==> src/hdl/stt_pkg.sv <==
package stt_pkg;

   // Token kind codes.
   localparam logic [5:0] KIND_EOF         = 6'd0;
   localparam logic [5:0] KIND_ERROR       = 6'd1;
   localparam logic [5:0] KIND_IDENT       = 6'd2;
   localparam logic [5:0] KIND_INTEGER     = 6'd3;
   localparam logic [5:0] KIND_FLOAT       = 6'd4;
   localparam logic [5:0] KIND_STRING      = 6'd5;
   localparam logic [5:0] KIND_SINGLE_BASE = 6'd6;
   localparam logic [5:0] KIND_DOUBLE_BASE = 6'd25;
   localparam logic [5:0] KIND_MUT         = 6'd32;
   localparam logic [5:0] KIND_FUNC        = 6'd33;
   localparam logic [5:0] KIND_TRUE        = 6'd34;
   localparam logic [5:0] KIND_FALSE       = 6'd35;
   localparam logic [5:0] KIND_TYPE_NAME   = 6'd36;
   localparam logic [5:0] KIND_FOR         = 6'd37;
   localparam logic [5:0] KIND_FOREACH     = 6'd38;
   localparam logic [5:0] KIND_WHILE       = 6'd39;
   localparam logic [5:0] KIND_IF          = 6'd40;
   localparam logic [5:0] KIND_ELSE        = 6'd41;

   // Characters with a role of their own.
   localparam logic [7:0] CHAR_DOT        = ".";
   localparam logic [7:0] CHAR_UNDERSCORE = "_";
   localparam logic [7:0] CHAR_QUOTE      = "\"";
   localparam logic [7:0] CHAR_NUL        = 8'h00;

   // Keyword table.
   localparam int KW_TABLE   = 15;
   localparam int KW_MAX_LEN = 7;

   localparam logic [2:0] KW_LEN [KW_TABLE] = '{
      3'd3, 3'd4, 3'd4, 3'd5, 3'd6, 3'd3, 3'd5, 3'd4,
      3'd4, 3'd4, 3'd3, 3'd7, 3'd5, 3'd2, 3'd4
   };

   localparam logic [5:0] KW_KIND [KW_TABLE] = '{
      KIND_MUT, KIND_FUNC, KIND_TRUE, KIND_FALSE,
      KIND_TYPE_NAME, KIND_TYPE_NAME, KIND_TYPE_NAME, KIND_TYPE_NAME,
      KIND_TYPE_NAME, KIND_TYPE_NAME,
      KIND_FOR, KIND_FOREACH, KIND_WHILE, KIND_IF, KIND_ELSE
   };

   localparam logic [7:0] KW_CHAR [KW_TABLE][KW_MAX_LEN] = '{
      '{"m", "u", "t", CHAR_NUL, CHAR_NUL, CHAR_NUL, CHAR_NUL},
      '{"f", "u", "n", "c", CHAR_NUL, CHAR_NUL, CHAR_NUL},
      '{"t", "r", "u", "e", CHAR_NUL, CHAR_NUL, CHAR_NUL},
      '{"f", "a", "l", "s", "e", CHAR_NUL, CHAR_NUL},
      '{"s", "t", "r", "i", "n", "g", CHAR_NUL},
      '{"i", "n", "t", CHAR_NUL, CHAR_NUL, CHAR_NUL, CHAR_NUL},
      '{"f", "l", "o", "a", "t", CHAR_NUL, CHAR_NUL},
      '{"b", "o", "o", "l", CHAR_NUL, CHAR_NUL, CHAR_NUL},
      '{"v", "o", "i", "d", CHAR_NUL, CHAR_NUL, CHAR_NUL},
      '{"a", "u", "t", "o", CHAR_NUL, CHAR_NUL, CHAR_NUL},
      '{"f", "o", "r", CHAR_NUL, CHAR_NUL, CHAR_NUL, CHAR_NUL},
      '{"f", "o", "r", "e", "a", "c", "h"},
      '{"w", "h", "i", "l", "e", CHAR_NUL, CHAR_NUL},
      '{"i", "f", CHAR_NUL, CHAR_NUL, CHAR_NUL, CHAR_NUL, CHAR_NUL},
      '{"e", "l", "s", "e", CHAR_NUL, CHAR_NUL, CHAR_NUL}
   };

   // Second character of each double operator, in kind order.
   localparam int DOUBLE_COUNT = 7;
   localparam logic [7:0] DOUBLE_SECOND [DOUBLE_COUNT] = '{
      "=", "=", "=", "&", "|", "*", "/"
   };

   // One token as it leaves the scanner.
   typedef struct packed {
      logic [5:0]  kind;
      logic [15:0] start;
      logic [15:0] length;
   } token_fields_type;

   // Up to two tokens produced by one text word.
   typedef struct packed {
      logic [1:0]       count;
      token_fields_type first;
      token_fields_type second;
   } push_type;

   // Result of an operator table lookup.
   typedef struct packed {
      logic       hit;
      logic [4:0] idx;
   } op_index_type;

   function automatic logic is_digit(input logic [7:0] c);
      return (c >= "0") && (c <= "9");
   endfunction

   function automatic logic is_word(input logic [7:0] c);
      return ((c >= "a") && (c <= "z")) || ((c >= "A") && (c <= "Z")) ||
             (c == CHAR_UNDERSCORE);
   endfunction

   function automatic logic is_space(input logic [7:0] c);
      return (c == " ") || ((c >= 8'd9) && (c <= 8'd13));
   endfunction

   // Position of a character in the single operator list.
   function automatic op_index_type single_index(input logic [7:0] c);
      op_index_type r;
      r.hit = 1'b1;
      r.idx = 5'd0;
      case (c)
         "=":     r.idx = 5'd0;
         ";":     r.idx = 5'd1;
         "(":     r.idx = 5'd2;
         ")":     r.idx = 5'd3;
         "{":     r.idx = 5'd4;
         "}":     r.idx = 5'd5;
         "[":     r.idx = 5'd6;
         "]":     r.idx = 5'd7;
         "+":     r.idx = 5'd8;
         "-":     r.idx = 5'd9;
         "*":     r.idx = 5'd10;
         "/":     r.idx = 5'd11;
         "%":     r.idx = 5'd12;
         "!":     r.idx = 5'd13;
         ":":     r.idx = 5'd14;
         ".":     r.idx = 5'd15;
         ",":     r.idx = 5'd16;
         ">":     r.idx = 5'd17;
         "<":     r.idx = 5'd18;
         default: r.hit = 1'b0;
      endcase
      return r;
   endfunction

   // Position of a character in the list of double operator first characters.
   function automatic op_index_type double_index(input logic [7:0] c);
      op_index_type r;
      r.hit = 1'b1;
      r.idx = 5'd0;
      case (c)
         ">":     r.idx = 5'd0;
         "<":     r.idx = 5'd1;
         "=":     r.idx = 5'd2;
         "&":     r.idx = 5'd3;
         "|":     r.idx = 5'd4;
         "*":     r.idx = 5'd5;
         "/":     r.idx = 5'd6;
         default: r.hit = 1'b0;
      endcase
      return r;
   endfunction

endpackage

==> src/hdl/stt_scanner.sv <==
module stt_scanner #(
   parameter int POSITION_BITS = 16,
   parameter int KEYWORD_COUNT = 15
) (
   input  logic              clock,
   input  logic              reset,
   input  logic              fire,
   input  logic              action,
   input  logic [7:0]        text_byte,
   output stt_pkg::push_type push
);
   import stt_pkg::*;

   localparam int PB      = POSITION_BITS;
   localparam int KW_USED = (KEYWORD_COUNT < KW_TABLE) ? KEYWORD_COUNT : KW_TABLE;
   localparam logic [PB-1:0]            POS_MAX  = '1;
   localparam logic [KEYWORD_COUNT-1:0] ALL_CAND = '1;

   typedef enum logic [2:0] {
      MODE_IDLE,
      MODE_NUMBER,
      MODE_WORD,
      MODE_STRING,
      MODE_PENDING
   } mode_type;

   mode_type                 mode_ff, mode_in;
   logic                     dot_seen_ff, dot_seen_in;
   logic [PB-1:0]            position_ff, position_in;
   logic [PB-1:0]            start_ff, start_in;
   logic [PB-1:0]            length_ff, length_in;
   logic [7:0]               pending_ff, pending_in;
   logic [KEYWORD_COUNT-1:0] cand_ff, cand_in;

   function automatic logic [PB-1:0] sat_inc(input logic [PB-1:0] v);
      return (v == POS_MAX) ? v : v + PB'(1);
   endfunction

   function automatic logic [15:0] clip(input logic [PB-1:0] v);
      logic [31:0] w;
      w = 32'(v);
      return (w > 32'h0000_FFFF) ? 16'hFFFF : w[15:0];
   endfunction

   // Drops the keywords that do not have this character at this place.
   function automatic logic [KEYWORD_COUNT-1:0] match_cand(
      input logic [KEYWORD_COUNT-1:0] cand,
      input logic [PB-1:0]            len,
      input logic [7:0]               c
   );
      logic [KEYWORD_COUNT-1:0] r;
      r = cand;
      for (int k = 0; k < KW_USED; k++) begin
         if ((len >= PB'(KW_LEN[k])) || (KW_CHAR[k][len[2:0]] != c)) begin
            r[k] = 1'b0;
         end
      end
      return r;
   endfunction

   // Character classes of the incoming byte.
   logic         c_digit, c_word, c_space, c_quote, c_dot;
   op_index_type c_single, c_double, p_double;

   assign c_digit  = is_digit(text_byte);
   assign c_word   = is_word(text_byte);
   assign c_space  = is_space(text_byte);
   assign c_quote  = (text_byte == CHAR_QUOTE);
   assign c_dot    = (text_byte == CHAR_DOT);
   assign c_single = single_index(text_byte);
   assign c_double = double_index(text_byte);
   assign p_double = double_index(pending_ff);

   // Token that closes the open scan, if there is one.
   logic             flush_valid;
   token_fields_type flush_tok;
   logic [5:0]       word_kind;
   op_index_type     p_single;

   assign p_single = single_index(pending_ff);

   always_comb begin
      word_kind = KIND_IDENT;
      for (int k = KW_USED - 1; k >= 0; k--) begin
         if (cand_ff[k] && (length_ff == PB'(KW_LEN[k]))) begin
            word_kind = KW_KIND[k];
         end
      end
      flush_valid      = 1'b1;
      flush_tok.kind   = KIND_EOF;
      flush_tok.start  = clip(start_ff);
      flush_tok.length = clip(length_ff);
      case (mode_ff)
         MODE_NUMBER:  flush_tok.kind = dot_seen_ff ? KIND_FLOAT : KIND_INTEGER;
         MODE_WORD:    flush_tok.kind = word_kind;
         MODE_STRING:  flush_tok.kind = KIND_STRING;
         MODE_PENDING: begin
            flush_tok.kind   = p_single.hit ? KIND_SINGLE_BASE + 6'(p_single.idx)
                                            : KIND_ERROR;
            flush_tok.length = 16'd1;
         end
         default:      flush_valid = 1'b0;
      endcase
   end

   // Scan of a byte that starts from between tokens.
   logic                     idle_emit;
   token_fields_type         idle_tok;
   mode_type                 idle_mode;
   logic [PB-1:0]            idle_start, idle_len;
   logic [7:0]               idle_pend;
   logic [KEYWORD_COUNT-1:0] idle_cand;

   always_comb begin
      idle_emit       = 1'b0;
      idle_tok.kind   = KIND_ERROR;
      idle_tok.start  = clip(position_ff);
      idle_tok.length = 16'd1;
      idle_mode       = MODE_IDLE;
      idle_start      = position_ff;
      idle_len        = '0;
      idle_pend       = '0;
      idle_cand       = ALL_CAND;
      if (c_space) begin
         idle_start = start_ff;
      end else if (c_digit) begin
         idle_mode = MODE_NUMBER;
         idle_len  = PB'(1);
      end else if (c_quote) begin
         idle_mode  = MODE_STRING;
         idle_start = sat_inc(position_ff);
      end else if (c_double.hit) begin
         idle_mode = MODE_PENDING;
         idle_pend = text_byte;
      end else if (c_single.hit) begin
         idle_emit     = 1'b1;
         idle_tok.kind = KIND_SINGLE_BASE + 6'(c_single.idx);
      end else if (c_word) begin
         idle_mode = MODE_WORD;
         idle_len  = PB'(1);
         idle_cand = match_cand(ALL_CAND, '0, text_byte);
      end else begin
         idle_emit = 1'b1;
      end
   end

   // Next state and the tokens of this word.
   logic restart;

   always_comb begin
      mode_in      = mode_ff;
      dot_seen_in  = dot_seen_ff;
      position_in  = position_ff;
      start_in     = start_ff;
      length_in    = length_ff;
      pending_in   = pending_ff;
      cand_in      = cand_ff;
      restart      = 1'b0;
      push.count   = 2'd0;
      push.first   = flush_tok;
      push.second  = idle_tok;
      if (fire) begin
         if (action) begin
            // End of text: flush, then the end-of-file token, then back to reset.
            mode_in     = MODE_IDLE;
            dot_seen_in = 1'b0;
            position_in = '0;
            start_in    = '0;
            length_in   = '0;
            pending_in  = '0;
            cand_in     = ALL_CAND;
            push.second.kind   = KIND_EOF;
            push.second.start  = clip(position_ff);
            push.second.length = 16'd0;
            if (flush_valid) begin
               push.count = 2'd2;
            end else begin
               push.count = 2'd1;
               push.first = push.second;
            end
         end else begin
            position_in = sat_inc(position_ff);
            case (mode_ff)
               MODE_NUMBER: begin
                  if (c_digit || (c_dot && !dot_seen_ff)) begin
                     if (c_dot) begin
                        dot_seen_in = 1'b1;
                     end
                     length_in = sat_inc(length_ff);
                  end else begin
                     restart = 1'b1;
                  end
               end
               MODE_WORD: begin
                  if (c_word) begin
                     cand_in   = match_cand(cand_ff, length_ff, text_byte);
                     length_in = sat_inc(length_ff);
                  end else begin
                     restart = 1'b1;
                  end
               end
               MODE_STRING: begin
                  if (c_quote) begin
                     push.count  = 2'd1;
                     mode_in     = MODE_IDLE;
                     dot_seen_in = 1'b0;
                     length_in   = '0;
                     pending_in  = '0;
                     cand_in     = ALL_CAND;
                  end else begin
                     length_in = sat_inc(length_ff);
                  end
               end
               MODE_PENDING: begin
                  if (p_double.hit && (DOUBLE_SECOND[p_double.idx[2:0]] == text_byte)) begin
                     push.count        = 2'd1;
                     push.first.kind   = KIND_DOUBLE_BASE + 6'(p_double.idx);
                     push.first.length = 16'd2;
                     mode_in           = MODE_IDLE;
                     pending_in        = '0;
                     length_in         = '0;
                  end else begin
                     restart = 1'b1;
                  end
               end
               default: restart = 1'b1;
            endcase
            // The byte ended the open token and is scanned afresh.
            if (restart) begin
               mode_in     = idle_mode;
               dot_seen_in = 1'b0;
               start_in    = idle_start;
               length_in   = idle_len;
               pending_in  = idle_pend;
               cand_in     = idle_cand;
               if (flush_valid) begin
                  push.count = idle_emit ? 2'd2 : 2'd1;
               end else begin
                  push.count = idle_emit ? 2'd1 : 2'd0;
                  push.first = idle_tok;
               end
            end
         end
      end
   end

   // Scanner state.
   always_ff @(posedge clock) begin
      if (reset) begin
         mode_ff     <= MODE_IDLE;
         dot_seen_ff <= 1'b0;
         position_ff <= '0;
         start_ff    <= '0;
         length_ff   <= '0;
         pending_ff  <= '0;
         cand_ff     <= ALL_CAND;
      end else begin
         mode_ff     <= mode_in;
         dot_seen_ff <= dot_seen_in;
         position_ff <= position_in;
         start_ff    <= start_in;
         length_ff   <= length_in;
         pending_ff  <= pending_in;
         cand_ff     <= cand_in;
      end
   end

   // The end marker always closes with an end-of-file token as the last one.
   a_eof_last: assert property (@(posedge clock) disable iff (reset)
      fire && action |->
         (push.count == 2'd1 && push.first.kind == KIND_EOF) ||
         (push.count == 2'd2 && push.second.kind == KIND_EOF))
      else $error("end marker without a closing end-of-file token");

   // After the end marker the next text starts at offset zero.
   a_eof_rewind: assert property (@(posedge clock) disable iff (reset)
      fire && action |=> position_ff == '0 && mode_ff == MODE_IDLE)
      else $error("scanner not rewound after end of text");

   // Between tokens no length, pending character or dot flag is left over.
   a_idle_clean: assert property (@(posedge clock) disable iff (reset)
      mode_ff == MODE_IDLE |-> length_ff == '0 && pending_ff == '0 && !dot_seen_ff)
      else $error("stale scan fields while idle");

endmodule

==> src/hdl/stt_queue.sv <==
module stt_queue (
   input  logic               clock,
   input  logic               reset,
   input  stt_pkg::push_type  push,
   output logic               room,
   output logic               rsp_valid,
   input  logic               rsp_ready,
   output logic [5:0]         rsp_token_kind,
   output logic [15:0]        rsp_token_start,
   output logic [15:0]        rsp_token_length,
   output logic               rsp_last_of_run
);
   import stt_pkg::*;

   localparam int DEPTH = 4;
   localparam int AW    = $clog2(DEPTH);
   localparam int CW    = $clog2(DEPTH + 1);

   typedef struct packed {
      token_fields_type tok;
      logic             last;
   } entry_type;

   entry_type        entry_ff [DEPTH];
   logic [AW-1:0]    rd_ptr_ff, rd_ptr_in;
   logic [AW-1:0]    wr_ptr_ff, wr_ptr_in;
   logic [CW-1:0]    count_ff, count_in;
   logic             pop;

   // Room for the two tokens that one word can cause.
   assign room      = (count_ff <= CW'(DEPTH - 2));
   assign rsp_valid = (count_ff != '0);
   assign pop       = rsp_valid && rsp_ready;

   assign rsp_token_kind   = entry_ff[rd_ptr_ff].tok.kind;
   assign rsp_token_start  = entry_ff[rd_ptr_ff].tok.start;
   assign rsp_token_length = entry_ff[rd_ptr_ff].tok.length;
   assign rsp_last_of_run  = entry_ff[rd_ptr_ff].last;

   // Pointer and fill bookkeeping.
   always_comb begin
      rd_ptr_in = pop ? rd_ptr_ff + AW'(1) : rd_ptr_ff;
      wr_ptr_in = wr_ptr_ff + AW'(push.count);
      count_in  = count_ff + CW'(push.count) - CW'(pop);
   end

   always_ff @(posedge clock) begin
      if (reset) begin
         rd_ptr_ff <= '0;
         wr_ptr_ff <= '0;
         count_ff  <= '0;
      end else begin
         rd_ptr_ff <= rd_ptr_in;
         wr_ptr_ff <= wr_ptr_in;
         count_ff  <= count_in;
      end
   end

   // Token storage; the final token of a run carries the last flag.
   always_ff @(posedge clock) begin
      if (push.count != 2'd0) begin
         entry_ff[wr_ptr_ff] <= '{tok: push.first, last: (push.count == 2'd1)};
      end
      if (push.count == 2'd2) begin
         entry_ff[wr_ptr_ff + AW'(1)] <= '{tok: push.second, last: 1'b1};
      end
   end

   a_no_overflow: assert property (@(posedge clock) disable iff (reset)
      push.count != 2'd0 |-> (32'(count_ff) + 32'(push.count)) <= DEPTH)
      else $error("token queue overflow");

   a_count_bound: assert property (@(posedge clock) disable iff (reset)
      32'(count_ff) <= DEPTH)
      else $error("token queue count out of range");

   // A waiting token stays put until it is taken.
   a_rsp_hold: assert property (@(posedge clock) disable iff (reset)
      rsp_valid && !rsp_ready |=> rsp_valid && $stable(rsp_token_kind) &&
         $stable(rsp_token_start) && $stable(rsp_token_length) &&
         $stable(rsp_last_of_run))
      else $error("waiting token changed before it was taken");

endmodule

==> src/hdl/source_text_tokenizer.sv <==
// Channel  Direction  Signals                                    Moves
// req      in         req_valid/ready, action, text_byte         one text word per item
// rsp      out        rsp_valid/ready, token kind/start/length,  one token per item
//                     last_of_run
//
// A text word is taken into an input register and scanned once the queue has room;
// its tokens are registered in a four-entry token queue and offered from there.
// One word per cycle is sustained while the queue has room. A word that closes a
// token and is a token of its own, or an end marker that closes one, produces two tokens.
// The scanner takes a word only while the queue has room for two tokens.
// Reset is synchronous and returns the scanner to offset zero between tokens.
// A stalled rsp side fills the queue and then holds req_ready low.
module source_text_tokenizer #(
   parameter int POSITION_BITS = 16,
   parameter int KEYWORD_COUNT = 15
) (
   input  logic        clock,
   input  logic        reset,
   input  logic        req_valid,
   output logic        req_ready,
   input  logic        req_action,
   input  logic [7:0]  req_text_byte,
   output logic        rsp_valid,
   input  logic        rsp_ready,
   output logic [5:0]  rsp_token_kind,
   output logic [15:0] rsp_token_start,
   output logic [15:0] rsp_token_length,
   output logic        rsp_last_of_run
);
   import stt_pkg::*;

   logic       in_valid_ff, in_valid_in;
   logic       in_action_ff;
   logic [7:0] in_byte_ff;
   logic       room;
   logic       fire;
   push_type   push;

   // The held word is scanned when the queue can take its tokens.
   assign fire      = in_valid_ff && room;
   assign req_ready = !in_valid_ff || fire;

   always_comb begin
      if (req_valid && req_ready) begin
         in_valid_in = 1'b1;
      end else if (fire) begin
         in_valid_in = 1'b0;
      end else begin
         in_valid_in = in_valid_ff;
      end
   end

   always_ff @(posedge clock) begin
      if (reset) begin
         in_valid_ff <= 1'b0;
      end else begin
         in_valid_ff <= in_valid_in;
      end
   end

   always_ff @(posedge clock) begin
      if (req_valid && req_ready) begin
         in_action_ff <= req_action;
         in_byte_ff   <= req_text_byte;
      end
   end

   stt_scanner #(
      .POSITION_BITS (POSITION_BITS),
      .KEYWORD_COUNT (KEYWORD_COUNT)
   ) u_scanner (
      .clock     (clock),
      .reset     (reset),
      .fire      (fire),
      .action    (in_action_ff),
      .text_byte (in_byte_ff),
      .push      (push)
   );

   stt_queue u_queue (
      .clock            (clock),
      .reset            (reset),
      .push             (push),
      .room             (room),
      .rsp_valid        (rsp_valid),
      .rsp_ready        (rsp_ready),
      .rsp_token_kind   (rsp_token_kind),
      .rsp_token_start  (rsp_token_start),
      .rsp_token_length (rsp_token_length),
      .rsp_last_of_run  (rsp_last_of_run)
   );

endmodule

==> config.mk <==
export PLATFORM = sky130hd
export DESIGN_NAME = source_text_tokenizer
export DESIGN_NICKNAME = d
export VERILOG_FILES = /design/src/hdl/stt_pkg.sv /design/src/hdl/stt_scanner.sv /design/src/hdl/stt_queue.sv /design/src/hdl/source_text_tokenizer.sv
export SDC_FILE = /design/constraint.sdc
export NUM_CORES = 1
export LEC_CHECK = 0
export ABC_AREA = 0
export BUFFER_PORTS_ARGS = -buffer_cell sky130_fd_sc_hd__buf_2
export CORE_ASPECT_RATIO = 0.7
export CORE_MARGIN = 2
export CORE_UTILIZATION = 65
export DETAILED_ROUTE_END_ITERATION = 6
export GPL_ROUTABILITY_DRIVEN = 0
export HOLD_SLACK_MARGIN = 0.15
export PLACE_DENSITY = 0.83
export SETUP_SLACK_MARGIN = 0.05
export SLEW_MARGIN = 40
export SYNTH_ARGS = -nofsm -noshare
export SYNTH_HDL_FRONTEND = slang
export SYNTH_HIERARCHICAL = 1
export SYNTH_SLANG_ARGS = --single-unit
export TNS_END_PERCENT = 30
==> constraint.sdc <==
create_clock -name clock -period 10.95 [get_ports clock]
set_clock_uncertainty 0.2 [all_clocks]
set_input_delay 2.19 -clock clock [delete_from_list [all_inputs] [get_ports clock]]
set_output_delay 2.19 -clock clock [all_outputs]
set_load 0.01 [all_outputs]
* After elaboration in Yosys (flattened, before gate mapping) *
Memories as Yosys holds them, arrays and structs flattened. A register that Yosys moved wholly into a read port is not among the register bits.
Index checks and enable logic that the tools add are counted.

cells by class
  $add $sub $neg = 10
  $lt $le $gt $ge = 17
  eq/ne operators = 106
  muxes and demuxes = 182
  bitwise operators = 2
  reduce and logical (&&, ||, !) cells = 78

operators by type and width
  cell                   count
  $mux 16                22
  $mux 8                 40
  $eq 8x6->1 const B     34
  $pmux 5 s18            2
  $mux 15                10
  $mux 6                 22
  $ne 8x8->1             15
  $mux 38                3
  $eq 8x7->1 const B     11
  $reduce_and 5->1       17
  $mux 40                2
  $ne 4x3->1 const B     20
  $ne 7x8->1 const A     10
  $mux 78                1
  $eq 16x3->1 const B    4
  $ge 16x3->1 const B    4
  $pmux 16 s4            1
  $mux 1                 54
  $reduce_or 19->1       2
  $add 16x1->16 const B  2
  $eq 16x16->1 const B   2
  $eq 16x2->1 const B    2
  $ge 16x2->1 const B    2
  $mux 3                 10
  other kinds (42)       103

word-level totals
  register bits after elaboration = 92
  RAM bits = 156
  memory bits (read-only) = 1,024
  input bits = 13
  logic and storage cells = 439
  memories kept = 17

memory list
  memory            words  bits a word  rd ports  clocked after memory_dff  write ports  RTL line           source
  u_queue.entry_ff  4      39           1         1                         2            stt_queue.sv:24    entry_type entry_ff [DEPTH];
  (name not given)  8      8            1         0                         0            stt_scanner.sv:54  if ((len >= PB'(KW_LEN[k])) || (KW_CHAR[k][len[2:0]] != c)) begin
  (name not given)  8      8            1         0                         0            stt_scanner.sv:54
  (name not given)  8      8            1         0                         0            stt_scanner.sv:54
  (name not given)  8      8            1         0                         0            stt_scanner.sv:54
  (name not given)  8      8            1         0                         0            stt_scanner.sv:54
  +11 memories      --     --           --        --                        --           --

* Depth between registers and ports, before layout *
Gate-level depths: netlist (run 1).

  depth in word-level cells = 27
  gate-level depth with buffers = 24

* Hierarchy *
The synthesis (run 1) kept the hierarchy.

by module, submodules not included
  module                 times used  cells each  area each (µm²)  sequential area each (µm²)
  stt_queue              1           460         7,688.6          4,824.6
  stt_scanner            1           1,038       7,360.8          1,501.4
  source_text_tokenizer  1           15          332.8            290.3

* Worst setup path after synthesis (run 1) *
Ideal clock, no wire load.

  path type = register -> register
  start = register u_scanner.pending_ff[3]
  end = memory u_queue/entry_ff[3][10] (netlist name), enable pin
  arrival time = 5,427 ps
  required time = 10,303 ps
  path slack = 4,876 ps
  cell stages (with the launch flop) = 18
  cells stage by stage = dfxtp_1 -> clkbuf_1 -> clkbuf_1 -> xor2_1 -> a32oi_1 -> nor3_1 -> ha_1 -> ha_1 -> xor2_1 -> nand4_1 -> a211oi_1 -> o32ai_4 -> a21oi_4 -> buf_2 -> o221ai_1 -> o21ai_0 -> nor2_4 -> o22ai_1

RTL lines
  what                      RTL line            source
  start: declaration        stt_scanner.sv:32   logic [7:0] pending_ff, pending_in;
  start signal: assignment  stt_scanner.sv:263  pending_ff <= pending_in;
  end: declaration          stt_queue.sv:24

==> metrics.csv, run 1 <==
stage;metric;value;unit
synth;unique cell type count in the Yosys netlist;92;
synth;flops & latches, synth;250;
routing;Pre-Repair DR Iteration Count;6;
sta;post-route minimum period;6.13;ns
setup_path;Worst EP arrival;6.08;ns
global_routing;GRT Residual Overflow;0;
floorplan;# IOs;54;
routing;via/cell ratio;7.24;
sta;slew margin rel.;45.5;%
setup_path;worst setup path class;reg -> reg;
clock_network;CTS root buf;clkbuf_16;
setup_path;Worst R2R End;u_queue/entry_ff[2][19]$_DFFE_PP_;
routing;Avg WL per Cell;24.0;µm
global_routing;largest net degree at the start of global routing;65;
floorplan;initial core utilization;65.6;%
synth;ys async rst share;0;%
synth;post-synth top area cell;edfxtp_1;
synth;Post-Synth Simple-Gate Area;15.4;%
synth;post-synthesis sequential area ratio;43.0;%
floorplan;Rows;47;
synth;Synth Area in Adders;1.92;%
placed_design;half-perimeter wire length after placement;28900;µm
setup_path;critical path launch point;u_scanner/pending_ff[1]$_SDFFE_PP0P_;
clock_network;Num CTS Buffers;24;
sta;endpoints failing setup;0;
power;Leak;5.85;nW
synth;largest family of logic cells by synthesized area;compound AO/OA/AOI/OAI gates;
synth;xor/xnor cell area share of the yosys netlist;3.59;%
floorplan;core box area;23500;µm²
sta;Hold Vio Cnt, Final;0;
sta;Max Freq;0.163;GHz
sta;post-layout worst setup margin;4.82;ns
cells_and_area;share of cells above drive strength 1;14.2;%
synth;Synth area leaders;edfxtp_1 31%, dfxtp_1 12%, a22o_1 9.7%;
synth;post-synthesis cell area;15400;µm²
sta;setup tns final;0;ns
cells_and_area;Nets;1520;
clock_network;H-Tree Depth;1;
power;worst IR drop on VDD;0.000202;V
clock_network;Max Root-Sink Buffers;3;
clock_network;# Post-CTS Setup Buffers;0;
synth;most common cell in the netlist;a22o_1;
cells_and_area;Diodes inserted;0;
global_routing;vias in the first global route;12000;
setup_path;CP Max Fanout;39;
worst_hold_path;Min-Delay Path Class;reg -> reg;
clock_network;hold buffers post-CTS;0;
outcome;status;complete, no violations;
setup_path;critical path required time;10.90;ns
synth;Yosys warnings;6;
clock_network;# clock sinks;250;
global_routing;first-pass GRT wire length;68800;µm
floorplan;Die ar.;24900;µm²
placed_design;port buffer count;53;
worst_hold_path;Hold Path Sink;u_scanner/start_ff[14]$_SDFFE_PP0P_;
placed_design;setup slack at placement;5.02;ns
floorplan;die height;133;µm
setup_path;Top delay family on crit path;simple AND/OR/NAND/NOR gates;
power;Power per Cell Area;155;nW/µm²
setup_path;FF-to-FF Start;u_scanner/pending_ff[1]$_SDFFE_PP0P_;
cells_and_area;Fillers;1659;
synth;mean area per synthesized cell;10.2;µm²
synth;Synth Area in Compound Gates;23.0;%
setup_path;Worst path most repeated cell;ha_1;
setup_path;Slowest-stage cell, CP;dfxtp_1;
setup_path;Worst setup SP type;flip-flop;
routing;Post-DRT Antenna Nets;0;
clock_network;Resized Gates After CTS;0;
global_routing;initial antenna violation count;0;
sta;Final Slew Violations;0;
clock_network;CTS tree;done;
setup_path;Worst R2R Setup Slack;4.82;ns
sta;RSZ-0062 raised after global routing;no;
job;Max-cap violations;0;
sta;worst slew pin tran;0.815;ns
cells_and_area;area delta synth->final;7.65;%
setup_path;CP max stage delay;0.66;ns
routing;Starting DRT DRC Count;2475;
routing;via count;13200;
setup_path;reg2reg path depth;16;
clock_network;clock slew at reported path FFs;0.06;ns
synth;mux cell area share after synthesis;7.61;%
synth;post-synth top area share;31.4;%
global_routing;GRT Resource Usage Total;34.8;%
synth;Syn Inst Count;1513;
setup_path;critical path cell sequence;nor2b_1 -> a32oi_1 -> nor3_1 -> ha_1 -> ha_1 -> xor2_1 -> nand4_1 -> a211oi_1 -> o32ai_4 -> a21oi_4 -> o221ai_1 -> o21ai_1 -> nor2_4 -> nor2_2 -> buf_4 -> or2_4;
synth;Top FF cell, synth;edfxtp_1;
synth;Post-synth EDFFs;161;
worst_hold_path;hold depth;1;
floorplan;die width;188;µm
worst_hold_path;hold_sp;u_scanner/start_ff[14]$_SDFFE_PP0P_;
setup_path;worst path buffer plus inverter count;1;
routing;DRT Wirelength;43800;µm
sta;Final period util;56.0;%
routing;drc violations;0;
setup_path;Setup crit end kind;flip-flop;
clock_network;worst-skew pair later-pin latency;0.53;ns
synth;Post-synth top cells;171 x a22o_1, 161 x edfxtp_1, 120 x nor2_1, 89 x dfxtp_1, 89 x nand2_1;
==> flip-flops by register name, indices dropped and copies added (netlist names), 2 cells and up, named ones only <==
| name | flops |
|---|---|
| u_scanner/mode_ff | 3 |
| u_queue/wr_ptr_ff | 2 |
| u_scanner/cand_ff | 15 |
| u_queue/rd_ptr_ff | 2 |
| u_scanner/length_ff | 16 |
| u_scanner/position_ff | 16 |
| u_queue/count_ff | 3 |
| u_scanner/start_ff | 16 |
| u_scanner/pending_ff | 8 |
| u_queue/entry_ff | 156 |
| in_byte_ff | 8 |
==> layout make-up <==
class,count,area (µm²),area share [%]
inverters,35,131,0.793
repair buffers,80,472,2.85
well taps,318,398,2.40
flip-flops and latches,250,6620,40.0
multi-input cells,1093,8070,48.8
clock buffers,29,641,3.87
clock inverters,15,224,1.35
==> power breakdown <==
group	switching, mW	internal (mW)
Combinational	0.336	0.227
Clock	0.357	0.558
Sequential	0.0358	1.05
==> cell families (layout without fill, tap and decap cells) <==
logic type               after synthesis  count (layout)
buffers and inverters                185             159
multiplexers                          66              66
adder cells (fa/ha/maj)               23              23
other                                  1              16
XOR/XNOR                              63              63
flip-flops                           250             250
AND/OR/NAND/NOR                      454             454
AO/OA/AOI/OAI                        471             471
==> cells in the final DEF, fill, tap and decap left out, types with 7 or more instances in the layout <==
master and n:
conb_1 16, nand2b_1 24, xor2_1 31, nand2_1 89, a21oi_1 62, nor4_1 7
nor3b_1 8, o32ai_1 7, nor3_1 31, clkbuf_16 25, a32oi_1 9, a22oi_1 13
edfxtp_1 161, or3_1 12, a21o_1 11, and3_1 36, mux4_2 39, buf_4 26
xnor2_1 32, nand3_1 34, mux2_2 16, dfxtp_1 86, and2_1 12, buf_2 53
ha_1 21, o22ai_1 10, nor2b_1 19, a211oi_1 16, nand4_1 16, a211o_1 7
mux2i_1 10, nor2_1 117, a31oi_1 22, a22o_1 171, o21ai_0 65, inv_1 31
==> metrics by stage <==
stage	cells	util (%)	cell area (µm²)	hold slack (ns)	power, mW
final	1820	70.6	16600	0.259	2.57
after global routing	1820	70.6	16600	0.286	2.65
after CTS	1820	70.4	16500	0.256	2.56
after detailed placement	1776	66.8	15700	0.241	1.65
after global placement	1776	66.7	15600	0.232	1.64
after floorplan	1528	-	15400	0.220	1.49
==> how the worst max path moves through the flow <==
stage | to | slack (ns) | cells past startpoint
CTS | u_queue/entry_ff[2][24]$_DFFE_PP_ | 4.99 | 16
detailed placement | u_queue/entry_ff[1][5]$_DFFE_PP_ | 5.02 | 16
finish | u_queue/entry_ff[2][19]$_DFFE_PP_ | 4.82 | 16
global route | u_queue/entry_ff[1][38]$_DFFE_PP_ | 4.45 | 16
floorplan | u_queue/entry_ff[3][10]$_DFFE_PP_ | 4.88 | 17
global placement | u_queue/entry_ff[2][25]$_DFFE_PP_ | 5.00 | 16
==> metal layers <==
layer / share of wire (%) / global-route usage [%]
met2: 42 / 50.2
met1: 41 / 53.2
met5: 0 / 0
met4: 2.5 / 8.62
met3: 14 / 7.96
Power figures use the tool's default switching activity.
==> run 2, diff against run 1 <==
Settings changed: CORE_UTILIZATION 65 to 63, PLACE_DENSITY 0.83 to 0.81.
Clock period 10.95 ns to 5.8 ns, I/O delays scaled along.
==> run 2 against run 1 <==
Utilization fell by 0.36 points. Largest power group unchanged. Via count fell by 1.2%. Register-to-register slack got worse by 4.3 ns.
==> metrics.csv, run 2 (synthesized netlist as in run 1, its figures left out) <==
stage;metric;value;unit
setup_path;worst setup path class;reg -> reg;
power;logic gate share of total power;21.2;%
clock_network;clock slew at reported path FFs;0.06;ns
clock_network;Max Root-Sink Buffers;3;
cells_and_area;max reg flops;156;
setup_path;Setup crit end kind;flip-flop;
cells_and_area;Diodes inserted;0;
routing;Avg WL per Cell;23.6;µm
floorplan;die height;135;µm
placed_design;port buffer count;53;
global_routing;largest net degree at the start of global routing;65;
clock_network;# clock sinks;250;
setup_path;Worst R2R End;u_queue/count_ff[2]$_SDFF_PP0_;
floorplan;core box area;23800;µm²
setup_path;Slowest-stage cell, CP;edfxtp_1;
global_routing;initial antenna violation count;0;
setup_path;reg2reg path depth;14;
setup_path;CP max stage delay;0.78;ns
sta;endpoints failing setup;0;
global_routing;first-pass GRT wire length;68200;µm
routing;via count;13000;
power;Clock power frac;34.7;%
cells_and_area;Final Util;70.2;%
outcome;status;complete, no violations;
floorplan;die width;191;µm
cells_and_area;Nets;1540;
power;internal power;3.38;mW
setup_path;Worst setup SP type;flip-flop;
worst_hold_path;hold_sp;u_scanner/start_ff[1]$_SDFFE_PP0P_;
routing;drc violations;0;
routing;Starting DRT DRC Count;1837;
setup_path;Worst EP arrival;5.49;ns
routing;via/cell ratio;7.07;
global_routing;vias in the first global route;12000;
sta;Max Freq;0.189;GHz
routing;DRT Wirelength;43400;µm
sta;Hold Vio Cnt, Final;0;
setup_path;FF-to-FF Start;in_byte_ff[0]$_DFFE_PP_;
worst_hold_path;Hold Path Sink;u_scanner/start_ff[1]$_SDFFE_PP0P_;
power;Leak;5.95;nW
sta;Final Slew Violations;0;
global_routing;GRT Residual Overflow;0;
sta;slew margin rel.;44.6;%
worst_hold_path;hold depth;1;
cells_and_area;share of cells above drive strength 1;15.7;%
clock_network;H-Tree Depth;1;
routing;Pre-Repair DR Iteration Count;6;
power;Power per Cell Area;287;nW/µm²
sta;post-route minimum period;5.29;ns
sta;worst slew pin tran;0.828;ns
sta;RSZ-0062 raised after global routing;no;
floorplan;Die ar.;25700;µm²
floorplan;# IOs;54;
cells_and_area;register name with the most flops;u_queue/entry_ff;
sta;setup tns final;0;ns
cells_and_area;most frequent cells in the layout;171 x a22o_1, 161 x edfxtp_1, 117 x nor2_1, 89 x nand2_1, 85 x dfxtp_1;
cells_and_area;Fillers;1670;
setup_path;CP Max Fanout;19;
setup_path;critical path required time;6.00;ns
worst_hold_path;Min-Delay Path Class;reg -> reg;
cells_and_area;footprint of the multi-input gates;8060;µm²
floorplan;Rows;47;
clock_network;hold buffers post-CTS;0;
clock_network;Num CTS Buffers;26;
routing;Post-DRT Antenna Nets;0;
cells_and_area;area delta synth->final;8.70;%
power;switching pwr;1.42;mW
placed_design;half-perimeter wire length after placement;29400;µm
setup_path;Worst R2R Setup Slack;0.51;ns
cells_and_area;Reg area;6620;µm²
sta;Final period util;91.2;%
setup_path;critical path cell sequence;clkinv_1 -> and4b_1 -> a31oi_1 -> and4_1 -> ha_1 -> nor3b_1 -> a21oi_1 -> nor2_1 -> inv_1 -> ha_1 -> fa_1 -> xnor2_1 -> xnor2_1 -> nor2_1;
floorplan;initial core utilization;64.6;%
global_routing;GRT Resource Usage Total;33.9;%
clock_network;worst-skew pair later-pin latency;0.54;ns
power;share of power burned in registers;44.1;%
clock_network;CTS tree;done;
power;switching part of the total power;29.5;%
cells_and_area;commonest non-fill, non-tap cell in the layout;a22o_1;
clock_network;CTS root buf;clkbuf_16;
setup_path;critical path launch point;in_byte_ff[0]$_DFFE_PP_;
power;worst IR drop on VDD;0.000227;V
job;Max-cap violations;0;
[run 2: how the worst max path moves through the flow]
stage	end	slack (ns)	cells after the start
floorplan	u_queue/entry_ff[3][10]$_DFFE_PP_	0.54	17
global placement	u_queue/entry_ff[3][27]$_DFFE_PP_	0.59	16
detailed placement	u_queue/entry_ff[3][20]$_DFFE_PP_	0.38	16
CTS	u_queue/entry_ff[3][16]$_DFFE_PP_	0.34	16
global route	u_queue/count_ff[2]$_SDFF_PP0_	0.20	19
finish	u_queue/count_ff[2]$_SDFF_PP0_	0.51	14
[run 2: repair_timing]
item                                    CTS  global route
endpoints found under the setup margin    0           203
resized for setup                         0             3
setup buffers                             0             1
[run 2: critical path, delay by kind of cell (launching register included)]
kind | cells | cell delay (ns)
and+or+nand+nor | 5 | 1.51
adders and majority gates | 3 | 0.99
DFF | 1 | 0.78
buffers and inverters | 2 | 0.78
AOI/OAI and AO/OA | 2 | 0.51
xor gates and xnor gates | 2 | 0.39
[run 2: per-layer routing]
layer  track usage, %  wire (µm)
met3             8.52       5790
met1             50.6      17900
met5                0          0
met4             10.1       1280
met2             48.7      18500
[run 2: area by class of cell]
class	count	area share [%]
clock buffers	36	4.48
clock inverters	12	0.606
inverters	35	0.786
multi-input cells	1093	48.2
flip-flops and latches	250	39.6
well taps	318	2.38
repair buffers	98	3.91
[run 2: power groups by stage]
stage | logic [mW] | clock network [mW] | registers [mW]
floorplan | 0.760 | 0 | 2.06
global placement | 0.964 | 0 | 2.14
detailed placement | 0.996 | 0 | 2.15
CTS | 0.999 | 1.67 | 2.11
global route | 1.09 | 1.74 | 2.13
finish | 1.02 | 1.66 | 2.11
[run 2: through the flow]
step                      setup WS (ns)  area, µm²  hold slack [ns]  instances  power [mW]
after CTS                         0.340      16700            0.266       1841        4.78
after floorplan                   0.543      15400            0.220       1528        2.82
after global routing              0.202      16700            0.291       1842        4.95
final                             0.513      16700            0.264       1842        4.79
after global placement            0.591      15800            0.230       1793        3.11
after detailed placement          0.378      15800            0.247       1793        3.15
